==> src/sv/symmetric_grid_hash_distinct_counter_top_assert.svh <==
// ----------------------------------------------------------------------------
// Assertion macros for the symmetric grid hash counter
// Shared concurrent assertion forms, clocked on the rising edge with reset
// as the disable condition.
// ----------------------------------------------------------------------------
`ifndef SYMMETRIC_GRID_HASH_DISTINCT_COUNTER_TOP_ASSERT_SVH
`define SYMMETRIC_GRID_HASH_DISTINCT_COUNTER_TOP_ASSERT_SVH

// condition holds on every clock edge out of reset
`define SGHDC_ASSERT_ALWAYS(lbl, clk, rst, cond, msg) \
   lbl: assert property (@(posedge clk) disable iff (rst) (cond)) else $error(msg);

// consequent holds in the same cycle as the antecedent
`define SGHDC_ASSERT_IMPLIES(lbl, clk, rst, ante, cons, msg) \
   lbl: assert property (@(posedge clk) disable iff (rst) (ante) |-> (cons)) \
      else $error(msg);

// consequent holds in the cycle after the antecedent
`define SGHDC_ASSERT_NEXT(lbl, clk, rst, ante, cons, msg) \
   lbl: assert property (@(posedge clk) disable iff (rst) (ante) |=> (cons)) \
      else $error(msg);

`endif

==> src/sv/sghdc_pkg.sv <==
// ----------------------------------------------------------------------------
// sghdc_pkg
// Constants, shared types and helper functions of the symmetric grid hash
// distinct counter.
// ----------------------------------------------------------------------------
package sghdc_pkg;

   // hash arithmetic
   localparam int unsigned HASH_MOD = 1000001;
   localparam int unsigned BASE_ROW = 907;
   localparam int unsigned BASE_COL = 1009;
   localparam int HASH_W  = 20;
   localparam int COUNT_W = 20;

   // side register
   localparam int CSR_W      = 6;
   localparam int SIDE_RESET = 32;

   // default sizes
   localparam int MAX_SIDE_DEF    = 32;
   localparam int IN_Q_DEPTH_DEF  = 4;
   localparam int OUT_Q_DEPTH_DEF = 8;

   // seen bitmap organised as 64-bit rows
   localparam int SEEN_WORD_W = 64;
   localparam int SEEN_BIT_W  = 6;
   localparam int SEEN_ROW_W  = HASH_W - SEEN_BIT_W;
   localparam int SEEN_ROWS   = (HASH_MOD + SEEN_WORD_W - 1) / SEEN_WORD_W;

   // finished grid hash handed to the bitmap stage
   typedef struct packed {
      logic              valid;
      logic [HASH_W-1:0] hash;
   } fin_type;

   // one result
   typedef struct packed {
      logic [HASH_W-1:0]  grid_hash;
      logic               is_new;
      logic [COUNT_W-1:0] distinct_count;
   } rsp_type;

   // sum of two residues, both below the modulus
   function automatic logic [HASH_W-1:0] mod_add(input logic [HASH_W-1:0] a,
                                                  input logic [HASH_W-1:0] b);
      logic [HASH_W:0] sum;
      sum = {1'b0, a} + {1'b0, b};
      if (sum >= (HASH_W+1)'(HASH_MOD)) begin
         sum = sum - (HASH_W+1)'(HASH_MOD);
      end
      return sum[HASH_W-1:0];
   endfunction

   // P^x * Q^y mod M, for building the power table at elaboration
   function automatic logic [HASH_W-1:0] pow_entry(input int unsigned x,
                                                    input int unsigned y);
      logic [63:0] acc;
      acc = 64'd1;
      for (int unsigned k = 0; k < x; k++) begin
         acc = (acc * BASE_ROW) % HASH_MOD;
      end
      for (int unsigned k = 0; k < y; k++) begin
         acc = (acc * BASE_COL) % HASH_MOD;
      end
      return acc[HASH_W-1:0];
   endfunction

endpackage

==> src/sv/sghdc_front.sv <==
// ----------------------------------------------------------------------------
// sghdc_front
// Accepts cell requests, tracks row and column, and queues the cells that
// need work in the back end: filled cells and the last cell of each grid.
// ----------------------------------------------------------------------------
module sghdc_front
   import sghdc_pkg::*;
#(
   parameter int MAX_SIDE = MAX_SIDE_DEF,
   localparam int IDX_W   = (MAX_SIDE > 1) ? $clog2(MAX_SIDE) : 1,
   localparam int OP_W    = 4 * IDX_W + 2
) (
   input  logic             clock,
   input  logic             reset,
   input  logic             csr_wr_en,
   input  logic [CSR_W-1:0] csr_wr_data,
   input  logic             req_valid,
   input  logic             req_cell_req,
   output logic             req_ready,
   input  logic             clr_busy,
   input  logic             q_full,
   output logic             q_push,
   output logic [OP_W-1:0]  q_op
);

   localparam int SIDE_RESET_EFF = (SIDE_RESET > MAX_SIDE) ? MAX_SIDE : SIDE_RESET;
   localparam logic [IDX_W-1:0] SIDE_MAX_RST = IDX_W'(SIDE_RESET_EFF - 1);

   typedef struct packed {
      logic [IDX_W-1:0] row;
      logic [IDX_W-1:0] col;
      logic [IDX_W-1:0] row_mirror;
      logic [IDX_W-1:0] col_mirror;
      logic             filled;
      logic             last;
   } cell_op_type;

   logic [IDX_W-1:0] side_max_ff, side_max_in;
   logic [IDX_W-1:0] row_ff, row_in;
   logic [IDX_W-1:0] col_ff, col_in;
   logic             accept;
   logic             last_col, last_row;
   cell_op_type      op;

   // effective side minus one: zero acts as one, oversize clamps
   always_comb begin
      if (csr_wr_data == '0) begin
         side_max_in = '0;
      end else if ({1'b0, csr_wr_data} > (CSR_W+1)'(MAX_SIDE)) begin
         side_max_in = IDX_W'(MAX_SIDE - 1);
      end else begin
         side_max_in = IDX_W'(csr_wr_data - CSR_W'(1));
      end
   end

   assign req_ready = !clr_busy && !q_full;
   assign accept    = req_valid && req_ready;
   assign last_col  = (col_ff == side_max_ff);
   assign last_row  = (row_ff == side_max_ff);

   // row-major scan position
   always_comb begin
      row_in = row_ff;
      col_in = col_ff;
      if (csr_wr_en) begin
         row_in = '0;
         col_in = '0;
      end else if (accept) begin
         if (last_col) begin
            col_in = '0;
            row_in = last_row ? '0 : row_ff + 1'b1;
         end else begin
            col_in = col_ff + 1'b1;
         end
      end
   end

   always_ff @(posedge clock) begin
      if (reset) begin
         side_max_ff <= SIDE_MAX_RST;
         row_ff      <= '0;
         col_ff      <= '0;
      end else begin
         if (csr_wr_en) begin
            side_max_ff <= side_max_in;
         end
         row_ff <= row_in;
         col_ff <= col_in;
      end
   end

   // classify: empty cells that do not close a grid need no work
   always_comb begin
      op.row        = row_ff;
      op.col        = col_ff;
      op.row_mirror = side_max_ff - row_ff;
      op.col_mirror = side_max_ff - col_ff;
      op.filled     = req_cell_req;
      op.last       = last_row && last_col;
   end

   assign q_push = accept && (op.filled || op.last);
   assign q_op   = op;

endmodule

==> config.mk <==
export PLATFORM = sky130hd
export DESIGN_NAME = sghdc_front
export DESIGN_NICKNAME = d
export VERILOG_FILES = /design/src/sv/symmetric_grid_hash_distinct_counter_top_assert.svh /design/src/sv/sghdc_pkg.sv /design/src/sv/sghdc_front.sv
export SDC_FILE = /design/constraint.sdc
export NUM_CORES = 1
export LEC_CHECK = 0
export ABC_CLOCK_PERIOD_IN_PS = 4700
export BUFFER_PORTS_ARGS = -buffer_cell sky130_fd_sc_hd__buf_4
export CAP_MARGIN = 20
export CORE_MARGIN = 2
export CORE_UTILIZATION = 54
export DETAILED_ROUTE_END_ITERATION = 10
export PLACE_DENSITY_LB_ADDON = 0.08
export SLEW_MARGIN = 25
export SYNTH_ARGS = -nofsm -noshare
export SYNTH_HDL_FRONTEND = slang
export SYNTH_SLANG_ARGS = --single-unit
==> constraint.sdc <==
create_clock -name clock -period 4.7 [get_ports clock]
set_clock_uncertainty 0.05 [all_clocks]
set_input_delay 0.47 -clock clock [delete_from_list [all_inputs] [get_ports clock]]
set_output_delay 0.47 -clock clock [all_outputs]
set_load 0.01 [all_outputs]
==> results_dict.tcl <==
set metrics [dict create \
    synth-seq-cells 15 \
    ys_types 42 \
    setup_viol 0 \
    final_nets 211 \
    critPathRequiredTime_ns 4.18 \
    design_area_um2 1520 \
    totalPowerFinal_mw 0.2842 \
    final.setup.worst_slack_ns 2.180 \
    status "completed" \
    fmax_mhz 396.9 \
    arrival_ns 2.00 \
    wire_per_inst_um 13.31 \
    design.portCount 37 \
    syn-cell-area_um2 1200 \
    finalWirelength_um 2808 \
    firstDrtPassIters 4 \
    comb_power_share_pct 26.1 \
    path_max_fanout 7 \
    antenna_found_initial 0 \
    cts_resized 0 \
    switching_share_pct 29.81 \
    cts_sinks 15 \
    critPathLaunch "row_ff[2]" \
    totalNegativeSetupSlack_ns 0 \
    most-common-layout-cells "buf_4, inv_1, a21oi_1" \
    syn_nets 172 \
    hold_path.class "input pin to flip-flop" \
    antenna_left 0 \
    cts_buffer_depth 2 \
    nFillCells 186 \
    intPower_mw 0.1995 \
    cts_max_level 1 \
    cts_root_buffer "clkbuf_4" \
    switchingPower_mw 0.08470 \
    grt_pass1_vias 1053 \
    power_density_nw_per_um2 186.9 \
    syn_inst 145 \
    first_iter_violations 20 \
    p_leak_nw 0.6357 \
    synth.area.top_cells "dfxtp_1, ha_1, a21oi_1" \
    grt_pass1_wl_um 4581 \
    end_kind "output pin" \
    grt_util_all_layers_pct 22.63 \
    syn-mean-instance-area_um2 8.275 \
    irDropWorstVdd_uv 185.3 \
    die_area_um2 2615 \
    clk_latency_ns 0.28 \
    drive_gt1_share_pct 26.23 \
    multi_input_area_um2 819.5 \
    power_frac_seq_pct 47.3 \
    clkTransAtPathRegs_ns 0.10 \
    grt_max_degree 10 \
    drv_cap 0 \
    cts_buffers 3 \
    drc 0 \
    synthArstFlopShare_pct 0 \
    dp_hpwl_um 2318 \
    fp.dieW_um 51.14 \
    synth_edf_count 0 \
    path_class "flip-flop to output pin" \
    rsz0062_at_grt "no" \
    synth_ff_type "dfxtp_1" \
    place.gp.congestion 0.8431 \
    overflow 0 \
    period_share_pct 53.61 \
    cts_tree "yes" \
    ys_seq_area_share_pct 25.03 \
    cts_setup_buffers 0 \
    finalCriticalPeriod_ns 2.520 \
    ys_warn_count 0 \
    final_common_cell "buf_4" \
    core_um2 2148 \
    synth_top_area_share_pct 25.03 \
    final-seq-area_um2 300.3 \
    syn_to_final_growth_pct 26.69 \
    dp_slack_ns 2.508 \
    slew_violations 0 \
    report.final.hold_viol_count 0 \
    p_clk_share_pct 26.6 \
    cts_hold_buffers 0 \
    worstHoldStart "reset" \
    viasPerCell 5.521 \
    diodes 0 \
    die_h_um 51.14 \
    initial_core_util_pct 55.85 \
    reg2reg_from "col_ff[2]" \
    rows 17 \
    dpl-instance-area_um2 1493 \
    num_vias 1165 \
    worst_pin_slew_ns 0.5521 \
    cp-start-kind "flip-flop" \
    io_buffers 36 \
    slew_headroom_pct 63.06 \
    yosysTopAreaCell "dfxtp_1" \
]
## flip-flops by register name (all words and copies together) (netlist names)
name / flops
col_ff: 5
row_ff: 5
side_max_ff: 5
## kinds of logic after synthesis
family / count (synthesis) / share of synthesized area (%)
adder cells (fa/ha/maj): 16 / 17.52
buffers and inverters: 20 / 6.673
AO/OA/AOI/OAI: 40 / 20.75
AND/OR/NAND/NOR: 44 / 22.00
multiplexers: 1 / 0.8342
flip-flops: 15 / 25.03
XOR/XNOR: 9 / 7.196
## cell usage after synthesis (2+ instances only)
cell / count
ha_1: 12
a21o_1: 4
inv_1: 18
o21ai_1: 2
fa_1: 2
and4_1: 2
o31ai_1: 2
o21ai_0: 6
nand3_1: 8
a21oi_1: 17
nand2_1: 11
nor2_1: 8
nor3_1: 3
xnor2_1: 7
maj3_1: 2
dfxtp_1: 15
## critical path, cell delays in order, from the launching register on
cell,delay [ns]
dfxtp_1,0.41
inv_1,0.09
ha_1,0.35
and4_1,0.25
nand2_1,0.21
nor2_1,0.09
o21a_1,0.17
buf_4,0.13
## power groups by stage
| stage | Combinational, mW | Clock, mW | Sequential (mW) |
|---|---|---|---|
| after floorplan | 0.0416 | 0 | 0.136 |
| after global placement | 0.0727 | 0 | 0.137 |
| after detailed placement | 0.0742 | 0 | 0.137 |
| after CTS | 0.0746 | 0.0776 | 0.134 |
| after global routing | 0.0817 | 0.0807 | 0.135 |
| final | 0.0743 | 0.0756 | 0.134 |
## area by class of cell
cell class / instances / share of cell area, %
multi-input cells: 110 / 53.91
flip-flops and latches: 15 / 19.75
repair buffers: 36 / 17.78
inverters: 18 / 4.444
well taps: 28 / 2.305
clock buffers: 3 / 1.481
clock inverters: 1 / 0.3292
## routing by layer
metal  GRT usage, %  vias to the layer above  wire length (µm)
met4          2.703                        0                12
met3          4.678                        2               120
met1          28.16                      542              1253
met2          40.91                       23              1421
met5              0                        -                 0
li1               -                      598                 -
## per-stage QoR
stage | hold WS [ns] | util (%) | instances
after floorplan | 0.3862 | - | 145
after global placement | 0.4024 | 69.48 | 207
after detailed placement | 0.4147 | 69.48 | 207
after CTS | 0.3706 | 70.76 | 211
after global routing | 0.3882 | 70.76 | 211
final | 0.3716 | 70.76 | 211
## path summary, 6_finish.rpt
| path | to | cells past startpoint | slack [ns] |
|---|---|---|---|
| setup / recovery | q_push | 7 | 2.18 |
| hold / removal | side_max_ff[0] | 3 | 0.37 |
| setup reg to reg | col_ff[2] | 6 | 2.84 |
| hold reg to reg | side_max_ff[0] | 2 | 0.44 |
Power figures use the tool's default switching activity.
