## config.mk

```make
export PLATFORM = sky130hd
export DESIGN_NAME = sghdc_fifo
export DESIGN_NICKNAME = d
export VERILOG_FILES = /design/src/sv/symmetric_grid_hash_distinct_counter_top_assert.svh /design/src/sv/sghdc_pkg.sv /design/src/sv/sghdc_fifo.sv
export SDC_FILE = /design/constraint.sdc
export NUM_CORES = 1
export LEC_CHECK = 0
export BUFFER_PORTS_ARGS = -buffer_cell sky130_fd_sc_hd__buf_2
export CAP_MARGIN = 20
export CORE_MARGIN = 2
export CORE_UTILIZATION = 50
export CTS_CLUSTER_DIAMETER = 150
export CTS_CLUSTER_SIZE = 20
export DETAILED_ROUTE_END_ITERATION = 8
export GPL_TIMING_DRIVEN = 0
export PLACE_DENSITY = 0.76
export SLEW_MARGIN = 20
export SYNTH_ARGS = -nofsm -noshare
export SYNTH_HDL_FRONTEND = slang
export SYNTH_SLANG_ARGS = --single-unit
```

## constraint.sdc

```tcl
create_clock -name clock -period 2.3 [get_ports clock]
set_input_delay 0.575 -clock clock [delete_from_list [all_inputs] [get_ports clock]]
set_output_delay 0.575 -clock clock [all_outputs]
set_load 0.02 [all_outputs]
```

## src/sv/symmetric_grid_hash_distinct_counter_top_assert.svh

```systemverilog
// ----------------------------------------------------------------------------
// Assertion macros for the symmetric grid hash counter
// Shared concurrent assertion forms, clocked on the rising edge with reset
// as the disable condition.
// ----------------------------------------------------------------------------
`ifndef SYMMETRIC_GRID_HASH_DISTINCT_COUNTER_TOP_ASSERT_SVH
`define SYMMETRIC_GRID_HASH_DISTINCT_COUNTER_TOP_ASSERT_SVH

// condition holds on every clock edge out of reset
`define SGHDC_ASSERT_ALWAYS(lbl, clk, rst, cond, msg) \
   lbl: assert property (@(posedge clk) disable iff (rst) (cond)) else $error(msg);

// consequent holds in the same cycle as the antecedent
`define SGHDC_ASSERT_IMPLIES(lbl, clk, rst, ante, cons, msg) \
   lbl: assert property (@(posedge clk) disable iff (rst) (ante) |-> (cons)) \
      else $error(msg);

// consequent holds in the cycle after the antecedent
`define SGHDC_ASSERT_NEXT(lbl, clk, rst, ante, cons, msg) \
   lbl: assert property (@(posedge clk) disable iff (rst) (ante) |=> (cons)) \
      else $error(msg);

`endif

```

## src/sv/sghdc_pkg.sv

```systemverilog
// ----------------------------------------------------------------------------
// sghdc_pkg
// Constants, shared types and helper functions of the symmetric grid hash
// distinct counter.
// ----------------------------------------------------------------------------
package sghdc_pkg;

   // hash arithmetic
   localparam int unsigned HASH_MOD = 1000001;
   localparam int unsigned BASE_ROW = 907;
   localparam int unsigned BASE_COL = 1009;
   localparam int HASH_W  = 20;
   localparam int COUNT_W = 20;

   // side register
   localparam int CSR_W      = 6;
   localparam int SIDE_RESET = 32;

   // default sizes
   localparam int MAX_SIDE_DEF    = 32;
   localparam int IN_Q_DEPTH_DEF  = 4;
   localparam int OUT_Q_DEPTH_DEF = 8;

   // seen bitmap organised as 64-bit rows
   localparam int SEEN_WORD_W = 64;
   localparam int SEEN_BIT_W  = 6;
   localparam int SEEN_ROW_W  = HASH_W - SEEN_BIT_W;
   localparam int SEEN_ROWS   = (HASH_MOD + SEEN_WORD_W - 1) / SEEN_WORD_W;

   // finished grid hash handed to the bitmap stage
   typedef struct packed {
      logic              valid;
      logic [HASH_W-1:0] hash;
   } fin_type;

   // one result
   typedef struct packed {
      logic [HASH_W-1:0]  grid_hash;
      logic               is_new;
      logic [COUNT_W-1:0] distinct_count;
   } rsp_type;

   // sum of two residues, both below the modulus
   function automatic logic [HASH_W-1:0] mod_add(input logic [HASH_W-1:0] a,
                                                  input logic [HASH_W-1:0] b);
      logic [HASH_W:0] sum;
      sum = {1'b0, a} + {1'b0, b};
      if (sum >= (HASH_W+1)'(HASH_MOD)) begin
         sum = sum - (HASH_W+1)'(HASH_MOD);
      end
      return sum[HASH_W-1:0];
   endfunction

   // P^x * Q^y mod M, for building the power table at elaboration
   function automatic logic [HASH_W-1:0] pow_entry(input int unsigned x,
                                                    input int unsigned y);
      logic [63:0] acc;
      acc = 64'd1;
      for (int unsigned k = 0; k < x; k++) begin
         acc = (acc * BASE_ROW) % HASH_MOD;
      end
      for (int unsigned k = 0; k < y; k++) begin
         acc = (acc * BASE_COL) % HASH_MOD;
      end
      return acc[HASH_W-1:0];
   endfunction

endpackage

```

## src/sv/sghdc_fifo.sv

```systemverilog
// ----------------------------------------------------------------------------
// sghdc_fifo
// Small register queue with push, pop, fill count and full/empty flags.
// ----------------------------------------------------------------------------
module sghdc_fifo
   import sghdc_pkg::*;
#(
   parameter int WIDTH = 8,
   parameter int DEPTH = IN_Q_DEPTH_DEF
) (
   input  logic             clock,
   input  logic             reset,
   input  logic             push,
   input  logic [WIDTH-1:0] push_data,
   input  logic             pop,
   output logic [WIDTH-1:0] pop_data,
   output logic             not_empty,
   output logic             full
);

   localparam int PTR_W = (DEPTH > 1) ? $clog2(DEPTH) : 1;
   localparam int CNT_W = $clog2(DEPTH + 1);

   logic [WIDTH-1:0] slot_ff [DEPTH];
   logic [PTR_W-1:0] wr_ptr_ff, wr_ptr_in;
   logic [PTR_W-1:0] rd_ptr_ff, rd_ptr_in;
   logic [CNT_W-1:0] fill_ff, fill_in;

   // pointer wrap and fill count
   always_comb begin
      wr_ptr_in = wr_ptr_ff;
      rd_ptr_in = rd_ptr_ff;
      if (push) begin
         wr_ptr_in = (wr_ptr_ff == PTR_W'(DEPTH - 1)) ? '0 : wr_ptr_ff + 1'b1;
      end
      if (pop) begin
         rd_ptr_in = (rd_ptr_ff == PTR_W'(DEPTH - 1)) ? '0 : rd_ptr_ff + 1'b1;
      end
      fill_in = fill_ff + CNT_W'(push) - CNT_W'(pop);
   end

   always_ff @(posedge clock) begin
      if (reset) begin
         wr_ptr_ff <= '0;
         rd_ptr_ff <= '0;
         fill_ff   <= '0;
      end else begin
         wr_ptr_ff <= wr_ptr_in;
         rd_ptr_ff <= rd_ptr_in;
         fill_ff   <= fill_in;
      end
   end

   // storage
   always_ff @(posedge clock) begin
      if (push) begin
         slot_ff[wr_ptr_ff] <= push_data;
      end
   end

   assign pop_data  = slot_ff[rd_ptr_ff];
   assign not_empty = (fill_ff != '0);
   assign full      = (fill_ff == CNT_W'(DEPTH));

endmodule

```

==> out/qor.yml, run 1 <==
arrival_ns: 1.54
antenna_found_initial: 0
core-area_sq_um: 3050
track_usage_pct: 15.5
hold_depth: 1
drive_gt1_share_pct: 32.5
clockBufferDepth: 2
area_delta_synth_final_pct: 14.6
worstSetupEndpointType: "primary output"
first_pass_iters: 2
port_buffers: 21
grt_overflow_total: 0
hold_violations: 0
fin_crit_sh_pct: 92.0
tightest_slew_ns: 0.465
start_util_pct: 52.8
min_period_ns: 2.12
crit_type: "register to primary output"
tns_ns: 0
vias: 788
grt_pass1_wl_um: 3700
top_level_ports: 22
first_global_vias: 792
n_antenna_cell: 0
cts_tree: "yes"
path_max_fanout: 8
max_cap_viol_count: 0
finClkSkew_ns: 0.0122
ir_drop_v: 0.000453
yosysWarnings: 0
postCtsSetupRepairBufs: 0
hpwl_um: 1700
critical_path.startpoint_type: "register"
rows: 20
antenna_left: 0
synth_area_sq_um: 1610
die_area_sq_um: 3700
r2r_cells: 7
ys_seq_elements: 41
htreeDepth: 2
finalSetupViolCount: 0
drtIter0Drc: 10
die_y_um: 60.8
vias_per_cell: 4.99
fin_nets: 133
hold_buffers: 0
r2r_end: "fill_ff[2]"
synth_top_area_share_pct: 59.6
grt_max_degree: 13
outcome: "finished, final reports clean"
avgSynthCellArea_sq_um: 19.0
wl_per_cell_um: 15.9
required_ns: 1.73
ctsResizeCount: 0
cellPowerDensity_nw_per_um2: 838
clkTransAtPathRegs_ns: 0.12
synth.distinct_cells: 18
cts_root_buf: "clkbuf_4"
drt_wl_total_um: 2510
die_w_um: 60.8
clock.fmax_mhz: 472
cts_sinks: 41
gp_congestion: 0.675
yosysTopAreaCell: "edfxtp_1"
hp-class: "input pin to register"
insertion_delay_ns: 0.34
min_to: "slot_ff[2][6]"
synth_nets: 105
slew-limit-headroom_pct: 69.0
r2r-start: "fill_ff[0]"
finalMaxSlewViolations: 0
power_leakage_nw: 0.700
final_cells: 158
syn-instance-count: 85
cts_buffers: 5
dp_cells: 150
post-route-drc-count: 0
rsz0062_at_grt: "no"
r2r_slack_ns: 0.52
ys_seq_area_share_pct: 70.8
hold_start: "push_data[6]"
synth_area_leaders: "edfxtp_1 (60%), dfxtp_1 (11%), mux4_2 (11%)"
-- how the worst max path moves through the flow --
stage                        endpoint  slack (ns)
after floorplan            fill_ff[2]        0.41
after global placement     fill_ff[2]        0.24
after detailed placement   fill_ff[2]        0.20
after CTS                 pop_data[1]        0.15
after global routing      pop_data[1]         0.1
final                     pop_data[1]        0.18
-- per-layer routing --
layer / up-vias / share of wire, % / track usage, % / wire, um
met5: - / 0 / 0 / 0
met4: 0 / 1.7 / 9.32 / 42
met3: 6 / 3.3 / 3.84 / 83
met2: 15 / 55 / 26.6 / 1390
met1: 388 / 40 / 17.4 / 993
li1: 379 / - / - / -
-- synth_stat cells --
cell type,instances
inv_1,6
nand2b_1,2
or3b_1,2
dfxtp_1,9
fa_1,1
nor2b_1,2
mux4_2,8
ha_1,7
clkbuf_2,1
edfxtp_1,32
and2_1,4
or3_1,1
buf_6,1
mux2i_1,2
xor3_1,1
nor2_1,3
a21oi_1,2
and3_1,1
-- stage by stage --
step / util [%] / instance area (sq um) / hold slack, ns / power (W) / setup slack (ns)
CTS: 60.5 / 1850 / 0.438 / 0.00156 / 0.150
global placement: 58.1 / 1770 / 0.491 / 0.00111 / 0.243
floorplan: - / 1610 / 0.469 / 0.00105 / 0.409
global route: 60.5 / 1850 / 0.427 / 0.00162 / 0.0984
finish: 60.5 / 1850 / 0.445 / 0.00155 / 0.183
detailed placement: 58.1 / 1770 / 0.524 / 0.00112 / 0.199
-- state kept, by name, indices dropped and copies added (netlist names), named ones only --
| name | cells |
|---|---|
| wr_ptr_ff | 2 |
| fill_ff | 3 |
| slot_ff | 32 |
| rd_ptr_ff | 2 |
-- critical path, cell delays in order, from the launching register on --
cell	delay [ns]
dfxtp_1	0.35
buf_6	0.17
mux4_2	0.52
buf_2	0.17
-- cell type report --
type                       instances  area [sq um]
buffer                             2          16.3
clock buffer                       6          41.3
clock inverter                     2          33.8
fill                             244          1200
inverter                           6          22.5
multi-input combinational         36           433
sequential                        41          1140
tap                               44          55.1
timing repair buffer              21           105
-- cells in the final DEF (no fill, tap or decap) --
cell type	instances
clkbuf_1	1
nor2_1	3
clkinv_1	1
fa_1	1
xor3_1	1
clkbuf_2	1
mux2i_1	2
or3_1	1
or3b_1	2
clkbuf_4	5
a21oi_1	2
and2_1	4
inv_1	6
mux4_2	8
ha_1	7
nand2b_1	2
and3_1	1
buf_6	1
edfxtp_1	32
nor2b_1	2
bufinv_16	1
buf_2	21
dfxtp_1	9
-- power breakdown --
part / leakage (nW) / switching [W] / total [W] / internal, W
Sequential: 0.368 / 0.0000193 / 0.000864 / 0.000844
Clock: 0.0399 / 0.000219 / 0.000446 / 0.000226
Combinational: 0.292 / 0.000124 / 0.000240 / 0.000116
-- logic make-up (layout without fill, tap and decap cells) --
logic type	Yosys count	in the layout	share of synthesized area (%)
compound gates	2	2	0.621
xor+xnor	1	1	1.47
fa+ha+maj	8	8	6.67
buf+inv	8	37	2.40
flops	41	41	70.8
mux	10	10	12.4
simple gates	15	15	5.66
Power figures use the tool's default switching activity.
==> run 2, diff against run 1 <==
--- a/config.mk
+++ b/config.mk
@@ -7,6 +7,7 @@
 export LEC_CHECK = 0
 export BUFFER_PORTS_ARGS = -buffer_cell sky130_fd_sc_hd__buf_2
 export CAP_MARGIN = 20
+export CORE_ASPECT_RATIO = 1.5
 export CORE_MARGIN = 2
 export CORE_UTILIZATION = 50
 export CTS_CLUSTER_DIAMETER = 150
==> run 2 against run 1 <==
  * Clock skew fell by 0.0025 ns
  * Core utilization fell by 0.37 points
  * Wire length fell by 12%
  * Die area rose by 0.25%
  * Worst hold slack improved by 0.059 ns
  * Global-route usage fell by 1.5 points
==> out/qor.yml, run 2 (synthesis gave the netlist of run 1 again) <==
clockBufferDepth: 2  # unchanged
rows: 25  # +25%
grt_max_degree: 14  # +1
switchingPower_w: 0.000368  # +1.4%
drive_gt1_share_pct: 34.2  # +1.8 points
first_global_vias: 790  # -0.25%
dp_cells: 146  # -2.7%
mostFrequentLayoutCell: "edfxtp_1"
start_util_pct: 51.6  # -1.3 points
slew-limit-headroom_pct: 71.3  # +2.4 points
post-route-drc-count: 0  # unchanged
worstSetupEndpointType: "primary output"
max_cap_viol_count: 0  # unchanged
finClkSkew_ns: 0.00970  # -0.00255 ns
cts_buffers: 5  # unchanged
p_int_w: 0.00127  # +7.0%
fin_nets: 133  # unchanged
n_antenna_cell: 0  # unchanged
whs_ns: 0.505  # +0.0592 ns
port_buffers: 21  # unchanged
tightest_slew_ns: 0.430  # -0.0354 ns
swShare_pct: 22.5  # -0.94 points
pwr-share-seq_pct: 52.9  # -2.8 points
antenna_left: 0  # unchanged
ctsResizeCount: 0  # unchanged
path_buf_inv: 2  # unchanged
drt_wl_total_um: 2210  # -12%
vias_per_cell: 5.17  # +3.6%
gp_congestion: 0.641  # -5.1%
postCtsSetupRepairBufs: 0  # unchanged
top_regs: "slot_ff x32, fill_ff x3"
min_period_ns: 2.04  # -0.0752 ns
cts_tree: "yes"
finalSetupViolCount: 0  # unchanged
required_ns: 1.73  # about the same
insertion_delay_ns: 0.29  # -0.05 ns
finalMaxSlewViolations: 0  # unchanged
critical_path.startpoint_type: "register"
die_y_um: 73.6  # +21%
cpLargestDelayFamily: "multiplexers"
clkPwrFrac_pct: 32.7  # +3.9 points
cellPowerDensity_nw_per_um2: 870  # +3.8%
grt_overflow_total: 0  # unchanged
antenna_found_initial: 0  # unchanged
p_comb_share_pct: 14.4  # -1.1 points
clock.fmax_mhz: 490  # +3.7%
htreeDepth: 2  # unchanged
power_leakage_nw: 0.720  # +2.9%
track_usage_pct: 14.0  # -1.5 points
drtIter0Drc: 12  # +2
finalPower_w: 0.00164  # +5.7%
top_level_ports: 22  # unchanged
hold_buffers: 0  # unchanged
rsz0062_at_grt: "no"
largest_register: "slot_ff"
die_area_sq_um: 3710  # +0.25%
vias: 796  # +1.0%
preCtsSetupSlack_ns: 0.207  # +0.00774 ns
die_w_um: 50.4  # -17%
fin_ws_ns: 0.258  # +0.0752 ns
slowest_delay_ns: 0.52  # about the same
arrival_ns: 1.47  # -0.07 ns
largest_register_ff_count: 32  # unchanged
ir_drop_v: 0.000720  # +59%
fin_crit_sh_pct: 88.8  # -3.3 points
cts_root_buf: "clkbuf_8"
hp-class: "input pin to register"
path_max_fanout: 8  # unchanged
final_cells: 154  # -2.5%
clkTransAtPathRegs_ns: 0.08  # -0.04 ns
hold_violations: 0  # unchanged
crit_type: "register to primary output"
first_pass_iters: 4  # +2
area_delta_synth_final_pct: 16.7
hpwl_um: 1610  # -5.0%
cts_sinks: 41  # unchanged
wl_per_cell_um: 14.3  # -9.7%
outcome: "finished, final reports clean"
core-area_sq_um: 3130  # +2.5%
final_cell_mix: "edfxtp_1 (32), buf_2 (21), dfxtp_1 (9), mux4_2 (8), ha_1 (7)"
path_cells: "buf_6 > mux4_2 > buf_2"
critPathSlowestCell: "mux4_2"
tns_ns: 0  # unchanged
grt_pass1_wl_um: 3540  # -4.3%
==> run 2: final timing paths <==
path | from | end | slack (ns) | depth (start not counted)
max | register | pop_data[3] | 0.26 | 3
min reg2reg | rd_ptr_ff[0] | rd_ptr_ff[0] | 0.52 | 2
min | push_data[2] | slot_ff[3][2] | 0.50 | 1
max reg2reg | fill_ff[0] | fill_ff[2] | 0.54 | 7
==> run 2: cell type report <==
class | instances | area (sq um)
Buffer | 2 | 16.3
Timing Repair Buffer | 21 | 105
Fill cell | 262 | 1250
Multi-Input combinational cell | 36 | 433
Clock inverter | 1 | 6.26
Clock buffer | 7 | 108
Sequential cell | 41 | 1140
Tap cell | 40 | 50.0
Inverter | 6 | 22.5
==> run 2: power groups by stage <==
stage / Sequential [W] / Combinational, W / Clock [W]
after global placement: 0.000877 / 0.000231 / 0
after floorplan: 0.000875 / 0.000173 / 0
final: 0.000865 / 0.000236 / 0.000536
after detailed placement: 0.000882 / 0.000237 / 0
after global routing: 0.000871 / 0.000258 / 0.000568
after CTS: 0.000866 / 0.000238 / 0.000547
==> run 2: per-layer routing <==
layer  global-route usage, %  wire (um)  up-vias
met1                    15.4        891      393
met5                       0          0        -
met3                    4.88        116        6
met4                    7.21         55        0
li1                        -          -      372
met2                    23.7       1140       25
==> run 2: stage by stage <==
| step | area (sq um) | util [%] |
|---|---|---|
| 3_5_place_dp | 1770 | 56.5 |
| 6_report | 1880 | 60.2 |
| 5_1_grt | 1880 | 60.2 |
| 2_1_floorplan | 1610 | - |
| 4_1_cts | 1880 | 60.2 |
| 3_3_place_gp | 1770 | 56.5 |
